==> config.mk <==
export PLATFORM = sky130hd
export DESIGN_NAME = supply_voltage_and_plug_detect
export DESIGN_NICKNAME = d
export VERILOG_FILES = /design/src/sv/svpd_pkg.sv /design/src/sv/supply_voltage_and_plug_detect.sv /design/src/sv/svpd_ctrl.sv /design/src/sv/svpd_dp.sv
export SDC_FILE = /design/constraint.sdc
export NUM_CORES = 1
export LEC_CHECK = 0
export ABC_AREA = 1
export BUFFER_PORTS_ARGS = -buffer_cell sky130_fd_sc_hd__buf_2
export CORE_MARGIN = 8
export CORE_UTILIZATION = 65
export DETAILED_ROUTE_END_ITERATION = 12
export PLACE_DENSITY_LB_ADDON = 0.08
export SYNTH_ARGS = -nofsm -noshare
export SYNTH_HDL_FRONTEND = slang
export SYNTH_SLANG_ARGS = --single-unit
==> constraint.sdc <==
create_clock -name clk_i -period 12.5 [get_ports clk_i]
set_input_delay 1.875 -clock clk_i [delete_from_list [all_inputs] [get_ports clk_i]]
set_output_delay 1.875 -clock clk_i [all_outputs]
set_load 0.02 [all_outputs]
==> src/sv/svpd_pkg.sv <==
package svpd_pkg;

  // default adc sample width
  localparam int SAMPLE_BITS_DEF = 12;

  // calibration arithmetic
  localparam int CAL_BITS      = 12;
  localparam int CAL_MUL_BITS  = 9;
  localparam int CAL_CENTIVOLTS = 300;
  localparam int VOLT_BITS     = 16;
  localparam int SAT_MAX       = 65535;
  localparam int SAT_HALF      = 32767;

  // configuration register indexes
  localparam int CFG_IDX_BITS = 2;
  localparam logic [CFG_IDX_BITS-1:0] REG_CAL = 2'd0;
  localparam logic [CFG_IDX_BITS-1:0] REG_LAG = 2'd1;
  localparam logic [CFG_IDX_BITS-1:0] REG_HUB = 2'd2;

  // configuration reset values
  localparam logic [CAL_BITS-1:0] CAL_RESET = 12'd1671;
  localparam logic [31:0]         LAG_RESET = 32'd10000;
  localparam logic                HUB_RESET = 1'b0;

  // plug state codes
  localparam logic [1:0] PLUG_UNKNOWN = 2'd0;
  localparam logic [1:0] PLUG_IN      = 2'd1;
  localparam logic [1:0] PLUG_OUT     = 2'd2;

  // controller to datapath commands
  typedef struct packed {
    logic accept;
    logic load;
    logic step;
    logic store;
    logic sel_pwr;
    logic publish;
  } svpd_cmd_t;

  // datapath to controller status
  typedef struct packed {
    logic hub;
    logic out_free;
  } svpd_sts_t;

endpackage

==> src/sv/supply_voltage_and_plug_detect.sv <==
// each result comes from the shared one-bit-per-cycle restoring divider, used once per
//   measured rail: battery only outside hub mode, battery then power in hub mode, with
//   NW = 21 + SAMPLE_BITS quotient bits (33 at 12 bits); a new transaction is only
//   taken once the previous result has been published
// reset: asynchronous, active low; clears configuration registers to defaults and plug state to unknown
module supply_voltage_and_plug_detect
  import svpd_pkg::*;
#(
  parameter int SAMPLE_BITS = SAMPLE_BITS_DEF
) (
  input  logic                    clk_i,
  input  logic                    rst_ni,
  // configuration write channel
  input  logic                    cfg_valid_i,
  output logic                    cfg_ready_o,
  input  logic [CFG_IDX_BITS-1:0] cfg_index_i,
  input  logic [31:0]             cfg_data_i,
  // input channel
  input  logic                    in_valid_i,
  output logic                    in_stall_o,
  input  logic [SAMPLE_BITS-1:0]  reference_raw_i,
  input  logic [SAMPLE_BITS-1:0]  power_raw_i,
  input  logic [SAMPLE_BITS-1:0]  battery_raw_i,
  input  logic [31:0]             now_ms_i,
  // output channel
  output logic                    out_valid_o,
  input  logic                    out_stall_i,
  output logic [VOLT_BITS-1:0]    battery_centivolts_o,
  output logic [VOLT_BITS-1:0]    power_centivolts_o,
  output logic [1:0]              plug_state_o,
  output logic                    range_error_o
);

  svpd_cmd_t cmd;
  svpd_sts_t sts;

  assign cfg_ready_o = 1'b1;

  // sequencer
  svpd_ctrl #(
    .SAMPLE_BITS(SAMPLE_BITS)
  ) u_ctrl (
    .clk_i     (clk_i),
    .rst_ni    (rst_ni),
    .in_valid_i(in_valid_i),
    .in_stall_o(in_stall_o),
    .cmd_o     (cmd),
    .sts_i     (sts)
  );

  // arithmetic, debounce and output register
  svpd_dp #(
    .SAMPLE_BITS(SAMPLE_BITS)
  ) u_dp (
    .clk_i               (clk_i),
    .rst_ni              (rst_ni),
    .cfg_valid_i         (cfg_valid_i),
    .cfg_index_i         (cfg_index_i),
    .cfg_data_i          (cfg_data_i),
    .reference_raw_i     (reference_raw_i),
    .power_raw_i         (power_raw_i),
    .battery_raw_i       (battery_raw_i),
    .now_ms_i            (now_ms_i),
    .out_valid_o         (out_valid_o),
    .out_stall_i         (out_stall_i),
    .battery_centivolts_o(battery_centivolts_o),
    .power_centivolts_o  (power_centivolts_o),
    .plug_state_o        (plug_state_o),
    .range_error_o       (range_error_o),
    .cmd_i               (cmd),
    .sts_o               (sts)
  );

endmodule

==> src/sv/svpd_ctrl.sv <==
module svpd_ctrl
  import svpd_pkg::*;
#(
  parameter int SAMPLE_BITS = SAMPLE_BITS_DEF
) (
  input  logic      clk_i,
  input  logic      rst_ni,
  input  logic      in_valid_i,
  output logic      in_stall_o,
  output svpd_cmd_t cmd_o,
  input  svpd_sts_t sts_i
);

  localparam int NW = CAL_MUL_BITS + CAL_BITS + SAMPLE_BITS;
  localparam int CW = $clog2(NW);
  localparam logic [CW-1:0] CNT_LAST = CW'(NW - 1);

  localparam logic [2:0] S_IDLE  = 3'd0;
  localparam logic [2:0] S_LOAD  = 3'd1;
  localparam logic [2:0] S_DIV   = 3'd2;
  localparam logic [2:0] S_STORE = 3'd3;
  localparam logic [2:0] S_DONE  = 3'd4;

  logic [2:0]    state_q, state_d;
  logic [CW-1:0] cnt_q, cnt_d;
  logic          sel_q, sel_d;

  // sequencing of the conversions: battery only, or battery then power in hub mode
  always_comb begin
    state_d = state_q;
    cnt_d   = cnt_q;
    sel_d   = sel_q;
    cmd_o   = '0;
    cmd_o.sel_pwr = sel_q;
    unique case (state_q)
      S_IDLE: begin
        if (in_valid_i) begin
          cmd_o.accept = 1'b1;
          sel_d   = 1'b0;
          state_d = S_LOAD;
        end
      end
      S_LOAD: begin
        cmd_o.load = 1'b1;
        cnt_d   = '0;
        state_d = S_DIV;
      end
      S_DIV: begin
        cmd_o.step = 1'b1;
        cnt_d = cnt_q + 1'b1;
        if (cnt_q == CNT_LAST) begin
          state_d = S_STORE;
        end
      end
      S_STORE: begin
        cmd_o.store = 1'b1;
        if (!sel_q && sts_i.hub) begin
          sel_d   = 1'b1;
          state_d = S_LOAD;
        end else begin
          state_d = S_DONE;
        end
      end
      S_DONE: begin
        if (sts_i.out_free) begin
          cmd_o.publish = 1'b1;
          state_d = S_IDLE;
        end
      end
      default: begin
        state_d = S_IDLE;
      end
    endcase
  end

  always_ff @(posedge clk_i or negedge rst_ni) begin
    if (!rst_ni) begin
      state_q <= S_IDLE;
      cnt_q   <= '0;
      sel_q   <= 1'b0;
    end else begin
      state_q <= state_d;
      cnt_q   <= cnt_d;
      sel_q   <= sel_d;
    end
  end

  assign in_stall_o = (state_q != S_IDLE);

endmodule

==> src/sv/svpd_dp.sv <==
module svpd_dp
  import svpd_pkg::*;
#(
  parameter int SAMPLE_BITS = SAMPLE_BITS_DEF
) (
  input  logic                    clk_i,
  input  logic                    rst_ni,
  // configuration
  input  logic                    cfg_valid_i,
  input  logic [CFG_IDX_BITS-1:0] cfg_index_i,
  input  logic [31:0]             cfg_data_i,
  // input transaction
  input  logic [SAMPLE_BITS-1:0]  reference_raw_i,
  input  logic [SAMPLE_BITS-1:0]  power_raw_i,
  input  logic [SAMPLE_BITS-1:0]  battery_raw_i,
  input  logic [31:0]             now_ms_i,
  // output transaction
  output logic                    out_valid_o,
  input  logic                    out_stall_i,
  output logic [VOLT_BITS-1:0]    battery_centivolts_o,
  output logic [VOLT_BITS-1:0]    power_centivolts_o,
  output logic [1:0]              plug_state_o,
  output logic                    range_error_o,
  // control
  input  svpd_cmd_t               cmd_i,
  output svpd_sts_t               sts_o
);

  localparam int PW = CAL_MUL_BITS + CAL_BITS;
  localparam int NW = PW + SAMPLE_BITS;
  localparam int DW = 2 * SAMPLE_BITS;

  // configuration registers
  logic [CAL_BITS-1:0] cal_q;
  logic [31:0]         lag_q;
  logic                hub_q;

  // item registers
  logic [SAMPLE_BITS-1:0] ref_q, pwr_raw_q, bat_raw_q;
  logic [31:0]            now_q;
  logic [PW-1:0]          cal300_q;
  logic [DW-1:0]          den_q, rem_q;
  logic [NW-1:0]          quo_q;
  logic [VOLT_BITS-1:0]   batt_q, pwr_q;
  logic                   err_q;

  // output and plug tracking registers
  logic                 out_valid_q;
  logic [VOLT_BITS-1:0] out_batt_q, out_pwr_q;
  logic                 out_err_q;
  logic [1:0]           prev_q, prev_d, acc_q, acc_d;
  logic [31:0]          change_q, change_d;

  logic [DW:0]            trial, diff;
  logic                   ge;
  logic [SAMPLE_BITS-1:0] raw_sel;
  logic [VOLT_BITS-1:0]   sat_val;
  logic                   sat_err;
  logic [1:0]             reading;
  logic [31:0]            elapsed;

  // register writes
  always_ff @(posedge clk_i or negedge rst_ni) begin
    if (!rst_ni) begin
      cal_q <= CAL_RESET;
      lag_q <= LAG_RESET;
      hub_q <= HUB_RESET;
    end else if (cfg_valid_i) begin
      unique case (cfg_index_i)
        REG_CAL: cal_q <= cfg_data_i[CAL_BITS-1:0];
        REG_LAG: lag_q <= cfg_data_i;
        REG_HUB: hub_q <= cfg_data_i[0];
        default: ;
      endcase
    end
  end

  // restoring division step
  always_comb begin
    trial = {rem_q, quo_q[NW-1]};
    diff  = trial - {1'b0, den_q};
    ge    = (trial >= {1'b0, den_q});
  end

  assign raw_sel = cmd_i.sel_pwr ? pwr_raw_q : bat_raw_q;

  // saturation of the quotient, doubled in hub mode
  always_comb begin
    sat_val = quo_q[VOLT_BITS-1:0];
    sat_err = 1'b0;
    priority if (ref_q == '0) begin
      sat_val = VOLT_BITS'(SAT_MAX);
      sat_err = 1'b1;
    end else if (hub_q) begin
      if (quo_q > NW'(SAT_HALF)) begin
        sat_val = VOLT_BITS'(SAT_MAX);
        sat_err = 1'b1;
      end else begin
        sat_val = {quo_q[VOLT_BITS-2:0], 1'b0};
      end
    end else if (quo_q > NW'(SAT_MAX)) begin
      sat_val = VOLT_BITS'(SAT_MAX);
      sat_err = 1'b1;
    end else begin
      sat_val = quo_q[VOLT_BITS-1:0];
    end
  end

  // item datapath
  always_ff @(posedge clk_i) begin
    if (cmd_i.accept) begin
      ref_q     <= reference_raw_i;
      pwr_raw_q <= power_raw_i;
      bat_raw_q <= battery_raw_i;
      now_q     <= now_ms_i;
      cal300_q  <= PW'(cal_q) * PW'(CAL_CENTIVOLTS);
      den_q     <= {reference_raw_i, {SAMPLE_BITS{1'b0}}} - DW'(reference_raw_i);
      pwr_q     <= '0;
      err_q     <= 1'b0;
    end
    if (cmd_i.load) begin
      quo_q <= NW'(cal300_q) * NW'(raw_sel);
      rem_q <= '0;
    end
    if (cmd_i.step) begin
      rem_q <= ge ? diff[DW-1:0] : trial[DW-1:0];
      quo_q <= {quo_q[NW-2:0], ge};
    end
    if (cmd_i.store) begin
      if (cmd_i.sel_pwr) begin
        pwr_q <= sat_val;
      end else begin
        batt_q <= sat_val;
      end
      err_q <= err_q | sat_err;
    end
    if (cmd_i.publish) begin
      out_batt_q <= batt_q;
      out_pwr_q  <= pwr_q;
      out_err_q  <= err_q;
    end
  end

  // plug debounce
  assign reading = (pwr_q >= batt_q) ? PLUG_IN : PLUG_OUT;
  assign elapsed = now_q - change_q;

  always_comb begin
    prev_d   = reading;
    change_d = change_q;
    acc_d    = acc_q;
    if (reading != prev_q) begin
      change_d = now_q;
    end else if (acc_q != reading && elapsed > lag_q) begin
      acc_d = reading;
    end
  end

  always_ff @(posedge clk_i or negedge rst_ni) begin
    if (!rst_ni) begin
      prev_q      <= PLUG_UNKNOWN;
      acc_q       <= PLUG_UNKNOWN;
      change_q    <= '0;
      out_valid_q <= 1'b0;
    end else begin
      if (cmd_i.publish) begin
        prev_q   <= prev_d;
        acc_q    <= acc_d;
        change_q <= change_d;
      end
      if (cmd_i.publish) begin
        out_valid_q <= 1'b1;
      end else if (!out_stall_i) begin
        out_valid_q <= 1'b0;
      end
    end
  end

  // acc_q only moves on publish, which waits until the held result is taken
  assign out_valid_o          = out_valid_q;
  assign battery_centivolts_o = out_batt_q;
  assign power_centivolts_o   = out_pwr_q;
  assign plug_state_o         = acc_q;
  assign range_error_o        = out_err_q;

  assign sts_o.hub      = hub_q;
  assign sts_o.out_free = !out_valid_q || !out_stall_i;

endmodule

==> results of run 1 <==
state kept, by name, summed over array words and instances, names as in the netlist, 3 cells and up:
| register | count |
|---|---|
| u_dp.quo_q | 33 |
| u_dp.bat_raw_q | 12 |
| u_dp.lag_q | 32 |
| u_dp.change_q | 32 |
| u_dp.pwr_q | 16 |
| u_dp.now_q | 32 |
| u_dp.ref_q | 12 |
| u_dp.cal300_q | 19 |
| u_dp.cal_q | 12 |
| u_dp.power_centivolts_o | 16 |
| u_dp.den_q | 23 |
| u_dp.batt_q | 16 |
| u_dp.pwr_raw_q | 12 |
| u_dp.rem_q | 24 |
| u_ctrl.state_q | 3 |
| u_ctrl.cnt_q | 6 |
| u_dp.battery_centivolts_o | 16 |
placed cells by master (no fill, tap or decap), types with 10 or more instances in the layout:
master     synthesis  routed
nor2_1           329     329
or2_2             27      27
xnor2_1           30      30
xor2_1            44      44
o21bai_1          16      16
clkbuf_16          0      39
a21o_1            14      14
ha_1             224     224
nand3_1          111     111
inv_1            560     559
edfxtp_1         217     217
o21ai_0          137     137
nor3_1            26      25
o21ai_1           25      25
o21a_1            10      10
buf_2             13     142
dfrtp_1           81      81
nand4_1           19      19
dfstp_2           11      11
buf_4              1      11
dfxtp_1           16      16
a21oi_1          178     178
fa_1             187     187
nand2_1          679     678
worst min-delay path by stage:
stage	startpoint	end	slack, ns	cells past startpoint
after floorplan	u_dp.batt_q[10]	u_dp.battery_centivolts_o[10]	0.43	0
after global placement	u_dp.batt_q[13]	u_dp.battery_centivolts_o[13]	0.43	0
after detailed placement	u_dp.batt_q[13]	u_dp.battery_centivolts_o[13]	0.44	0
after CTS	u_dp.batt_q[13]	u_dp.battery_centivolts_o[13]	0.45	0
after global routing	u_dp.batt_q[13]	u_dp.battery_centivolts_o[13]	0.46	0
final	u_dp.batt_q[15]	u_dp.battery_centivolts_o[15]	0.45	0
per-layer routing:
| layer | routed length, um | up-vias | GRT usage |
|---|---|---|---|
| met3 | 4800 | 143 | 0.0521 |
| li1 | - | 10037 | - |
| met5 | 10 | - | 0 |
| met1 | 27700 | 10076 | 0.361 |
| met2 | 31600 | 848 | 0.476 |
| met4 | 2060 | 2 | 0.0940 |
worst reg2reg max path, cell delays in order, from the launching register on:
cell      delay [ns]
dfrtp_1         0.63
inv_1           0.32
or2_2           0.35
o21ai_1         0.60
inv_1           0.28
nand2_1         0.15
fa_1            0.48
fa_1            0.56
inv_1           0.06
fa_1            0.44
fa_1            0.52
inv_1           0.06
fa_1            0.52
inv_1           0.04
ha_1            0.34
a21oi_1         0.24
a21boi_0        0.39
nand2_1         0.20
nand2_1         0.10
nand2_1         0.06
or2_0           0.20
nand3_1         0.08
nand2_1         0.05
cell type report:
cell class                 count  area, um^2  share of cell area
tap                          525         657              0.0231
inverter                     567        2130              0.0748
multi-input combinational   2125       14500               0.509
sequential                   325        9150               0.321
timing repair buffer         153         793              0.0278
clock inverter                17         193             0.00676
clock buffer                  47        1070              0.0374
kinds of logic after synthesis:
kind of cell | Yosys count | synth area share
buf+inv | 638 | 0.0953
fa+ha+maj | 411 | 0.251
xor+xnor | 74 | 0.0248
other cells | 1 | 0.000144
simple gates | 1225 | 0.192
compound gates | 414 | 0.0867
flops | 325 | 0.350
through the flow:
stage,instance area [um^2],setup slack (ns)
5_1_grt,28500,5.20
3_5_place_dp,27200,5.66
4_1_cts,28500,5.67
3_3_place_gp,27200,5.87
2_1_floorplan,26100,6.96
6_report,28500,5.60
==> flow_summary.ini, run 1 <==
[floorplan]
core-area_um2 = 39700
dieHeight_um = 217
start_util = 0.658
die_w_um = 217
io_pins = 145
die-area_um2 = 46900
rows = 73

[worst_setup_path]
r2r_end = u_dp.quo_q[19]
crit_family = adder cells
crit_fanout = 15
worst-endpoint-required_ns = 12.81
path_depth = 22
cp-end-kind = register
cp-endpoint = u_dp.quo_q[19]
reg2reg_slack_ns = 5.60
r2r_start = u_ctrl.sel_q
slowest_delay_ns = 0.63
crit_buf_inv = 5
crit_path_cell_trace = inv_1, or2_2, o21ai_1, inv_1, nand2_1, fa_1, fa_1, inv_1, fa_1, fa_1, inv_1, fa_1, inv_1, ha_1, a21oi_1, a21boi_0, nand2_1, nand2_1, nand2_1, or2_0, nand3_1, nand2_1
cp.arrival_ns = 7.20
ff2ff_path_depth = 22
startpoint_type = register
cp-startpoint = u_ctrl.sel_q
crit_type = register to register
cpMaxStageDelayCell = dfrtp_1

[timing]
finalHoldViolations = 0
worst_pin_slew_ns = 1.14
fin_crit_ns = 6.90
fmax_mhz = 145
fin_crit_sh = 0.552
skew_ns = 0.0104
slew_headroom = 0.237
hold_slack_ns = 0.453
rsz0062_at_grt = no
setup_violations = 0
tns_ns = 0
drv_slew = 0

[clock_network]
insertion_delay_ns = 0.55
h-tree-depth = 2
cts_resized = 0
ctsLongestPathBuffers = 3
post-cts-setup-buffer-count = 0
clock-sinks = 325
hold_buffers = 0
cts_tree = done
root_buffer = clkbuf_16
clk_pin_slew_ns = 0.06
cts_made_buffers = 35

[synthesis]
yosys-top-cells-area = edfxtp_1 (25%), fa_1 (14%), ha_1 (11%)
syn_inst = 3088
ys_ff_latch = 325
syn_area_um2 = 26100
ys_types = 56
yosysWarnings = 0
synth_edf_count = 217
yosysMostFrequentCell = nand2_1
syn_avg_cell_area_um2 = 8.46
synth_top_area_frac = 0.249
synth_ff_type = edfxtp_1
synth.top_cells.by_count = nand2_1 (679), inv_1 (560), nor2_1 (329)
synth_area_leader_cell = edfxtp_1
ys_seq_area_frac = 0.350
async_reset_ff_frac = 0.283
synth_fp_nets = 3606

[place]
port_buffers = 143
dp_hpwl_mm = 52.9
gp_congestion = 0.980
placed_cells = 3695

[final_layout]
drive_gt1_frac = 0.0884
fin_cells = 3759
fill_cells = 3158
final_util = 0.717
antenna_cells = 0
layout.nets = 3725
syn2layout_area_growth_pct = 9.02

[routing]
wire_per_inst_um = 17.6
via_per_inst = 5.61
drtAntennaViolNets = 0
first_iter_violations = 1697
via_count = 21106
drtPass1Iterations = 6
drc = 0
drt-total-wl_mm = 66.2

[global_route]
grt_util_all_layers = 0.281
grt_max_degree = 65
grt.overflow.total = 0
first_global_vias = 21757
antenna_found_initial = 1
grt_pass1_wl_mm = 107

[hold_path]
min_path_type = register to register

[flow_run]
maxCapViolations = 0

[run_status]
outcome = finished, final reports clean
Power of run 1 is not shown: default switching activity piles up to over one toggle a cycle in this logic, so the estimate is an artifact.
==> inputs of run 2 (changes only) <==
--- a/config.mk
+++ b/config.mk
@@ -5,10 +5,10 @@
 export SDC_FILE = /design/constraint.sdc
 export NUM_CORES = 1
 export LEC_CHECK = 0
-export ABC_AREA = 1
+export ABC_AREA = 0
 export BUFFER_PORTS_ARGS = -buffer_cell sky130_fd_sc_hd__buf_2
 export CORE_MARGIN = 8
-export CORE_UTILIZATION = 65
+export CORE_UTILIZATION = 57
 export DETAILED_ROUTE_END_ITERATION = 12
 export PLACE_DENSITY_LB_ADDON = 0.08
 export SYNTH_ARGS = -nofsm -noshare
==> constraint.sdc (replaced) <==
create_clock -name clk_i -period 6.25 [get_ports clk_i]
set_input_delay 0.9375 -clock clk_i [delete_from_list [all_inputs] [get_ports clk_i]]
set_output_delay 0.9375 -clock clk_i [all_outputs]
set_load 0.02 [all_outputs]
==> flow_summary.ini, run 2 <==
[final_layout]
largest_reg_flops = 33
syn2layout_area_growth_pct = 11.5
drive_gt1_frac = 0.144
final_common_cell = inv_1
regMostFlops = u_dp.quo_q
fin_cells = 3176
layout.nets = 3080
final_cell_mix = inv_1 (390), nand2_1 (315), ha_1 (219)
fill_cells = 3578

[worst_setup_path]
slowest_delay_ns = 0.55
crit_path_cell_trace = buf_6, mux2_4, clkbuf_2, and2_1, fa_1, fa_1, fa_1, fa_1, inv_1, fa_1, inv_1, ha_1, and3_4, and3_1, a21oi_2, a21oi_2, o31ai_2, buf_4, o211ai_1, a21oi_1, xor2_1, o21ai_0
cpMostUsedCell = fa_1
cp-startpoint = u_ctrl.sel_q
crit_type = register to register
worst-endpoint-required_ns = 6.53
reg2reg_slack_ns = 0.18
r2r_end = u_dp.quo_q[30]
cp.arrival_ns = 6.35
cp-end-kind = register
startpoint_type = register
cpMaxStageDelayCell = fa_1
crit_fanout = 7
r2r_start = u_ctrl.sel_q
ff2ff_path_depth = 22

[floorplan]
rows = 76
die-area_um2 = 50200
io_pins = 145
start_util = 0.576
dieHeight_um = 224
die_w_um = 224
core-area_um2 = 42900

[synthesis]
ys_seq_area_frac = 0.371
synth_edf_count = 217
syn_inst = 2407
synth_fp_nets = 2925
yosysWarnings = 0
syn_avg_cell_area_um2 = 10.3
synth_area_leader_cell = edfxtp_1
ys_types = 71
syn_area_um2 = 24700
ys_ff_latch = 325
yosys-top-cells-area = edfxtp_1 (26%), fa_1 (15%), ha_1 (11%)
synth_top_area_frac = 0.264
synth_ff_type = edfxtp_1
async_reset_ff_frac = 0.283
synth.top_cells.by_count = inv_1 (392), nand2_1 (316), ha_1 (224)
yosysMostFrequentCell = inv_1

[clock_network]
clock-sinks = 325
cts_tree = done
clk_pin_slew_ns = 0.06
root_buffer = clkbuf_16
cts_made_buffers = 37
h-tree-depth = 2
ctsLongestPathBuffers = 3
insertion_delay_ns = 0.55

[routing]
wire_per_inst_um = 17.2
first_iter_violations = 879
topRoutingLayerUsed = met5
wl_met1_mm = 23.5
route.met2.wl_mm = 27.2
drtAntennaViolNets = 0
via_per_inst = 5.46
wl_met3_mm = 2.26
drtPass1Iterations = 5
via_count = 17345
drt-total-wl_mm = 54.5
drc = 0

[hold_path]
min_path_type = primary input to async pin

[timing]
tns_ns = 0
setup_violations = 0
slew_headroom = 0.176
skew_ns = 0.0222
finalHoldViolations = 0
worst_pin_slew_ns = 1.23
drv_slew = 0
fin_crit_sh = 0.972
fmax_mhz = 165
fin_crit_ns = 6.07

[global_route]
grt_max_degree = 66
antenna_found_initial = 4
grt_util_all_layers = 0.220
grt_pass1_wl_mm = 90.0
first_global_vias = 18071
grt.overflow.total = 0

[place]
placed_cells = 3096
dp_hpwl_mm = 42.4
gp_congestion = 0.873
port_buffers = 143

[flow_run]
maxCapViolations = 0

[run_status]
outcome = finished, final reports clean
run 2: cell types whose count changed after synthesis, moves of 72 or more:
cell,change
inv_1,-168
a21oi_1,-72
and2_1,+79
nand2_1,-363
mux2_2,+86
nor2_1,-237
run 2: cell families after synthesis:
logic type | share of synthesized area
other | 0.000152
adder cells (fa/ha/maj) | 0.265
multiplexers | 0.0397
AND/OR/NAND/NOR | 0.127
XOR/XNOR | 0.0309
flip-flops | 0.371
buffers and inverters | 0.0705
AO/OA/AOI/OAI | 0.0961
run 2: stage by stage:
stage               cell area, um^2   util  worst slack, ns  hold WS (ns)
CTS                           27300  0.637           0.0123         0.382
finish                        27500  0.642            0.178         0.380
detailed placement            26100  0.609          -0.0907         0.424
global route                  27500  0.642          -0.0312         0.415
floorplan                     24700      -           0.0276         0.408
global placement              26100  0.609           0.0598         0.421
run 2: worst max-delay path: cells and delay by family (launching register included):
family / cells / cell delay (ns)
compound gates: 6 / 0.87
xor+xnor: 1 / 0.15
fa+ha+maj: 6 / 2.86
buf+inv: 5 / 0.61
flops: 1 / 0.39
mux: 1 / 0.35
simple gates: 3 / 0.56
run 2: worst max path at each step:
stage | end | slack [ns]
after floorplan | u_dp.quo_q[30] | 0.03
after global placement | u_dp.quo_q[30] | 0.06
after detailed placement | u_dp.quo_q[31] | -0.09
after CTS | u_dp.quo_q[31] | 0.01
after global routing | u_dp.quo_q[30] | -0.03
final | u_dp.quo_q[30] | 0.18
run 2: routing by layer:
layer  vias to the layer above  GRT usage
met5                         -          0
met4                         4     0.0724
met3                        89     0.0322
met2                       321      0.380
met1                      8587      0.281
li1                       8344          -
run 2: cell type report:
type | count | area [um^2] | share of cell area
multi-input combinational | 1623 | 14000 | 0.507
sequential | 325 | 9150 | 0.333
inverter | 392 | 1470 | 0.0536
clock buffer | 51 | 1040 | 0.0378
timing repair buffer | 183 | 1030 | 0.0375
tap | 585 | 732 | 0.0266
clock inverter | 16 | 135 | 0.00491
antenna | 1 | 2.50 | 0.0000909
run 2: timing repair:
action,4_1_cts,5_1_grt
hold buffers,0,0
buffers inserted,0,12
pin swaps,0,11
endpoints found under the setup margin,4,10
endpoints found under the hold margin,0,0
gates resized for setup,7,19
Power of run 2 is left out for the same reason.
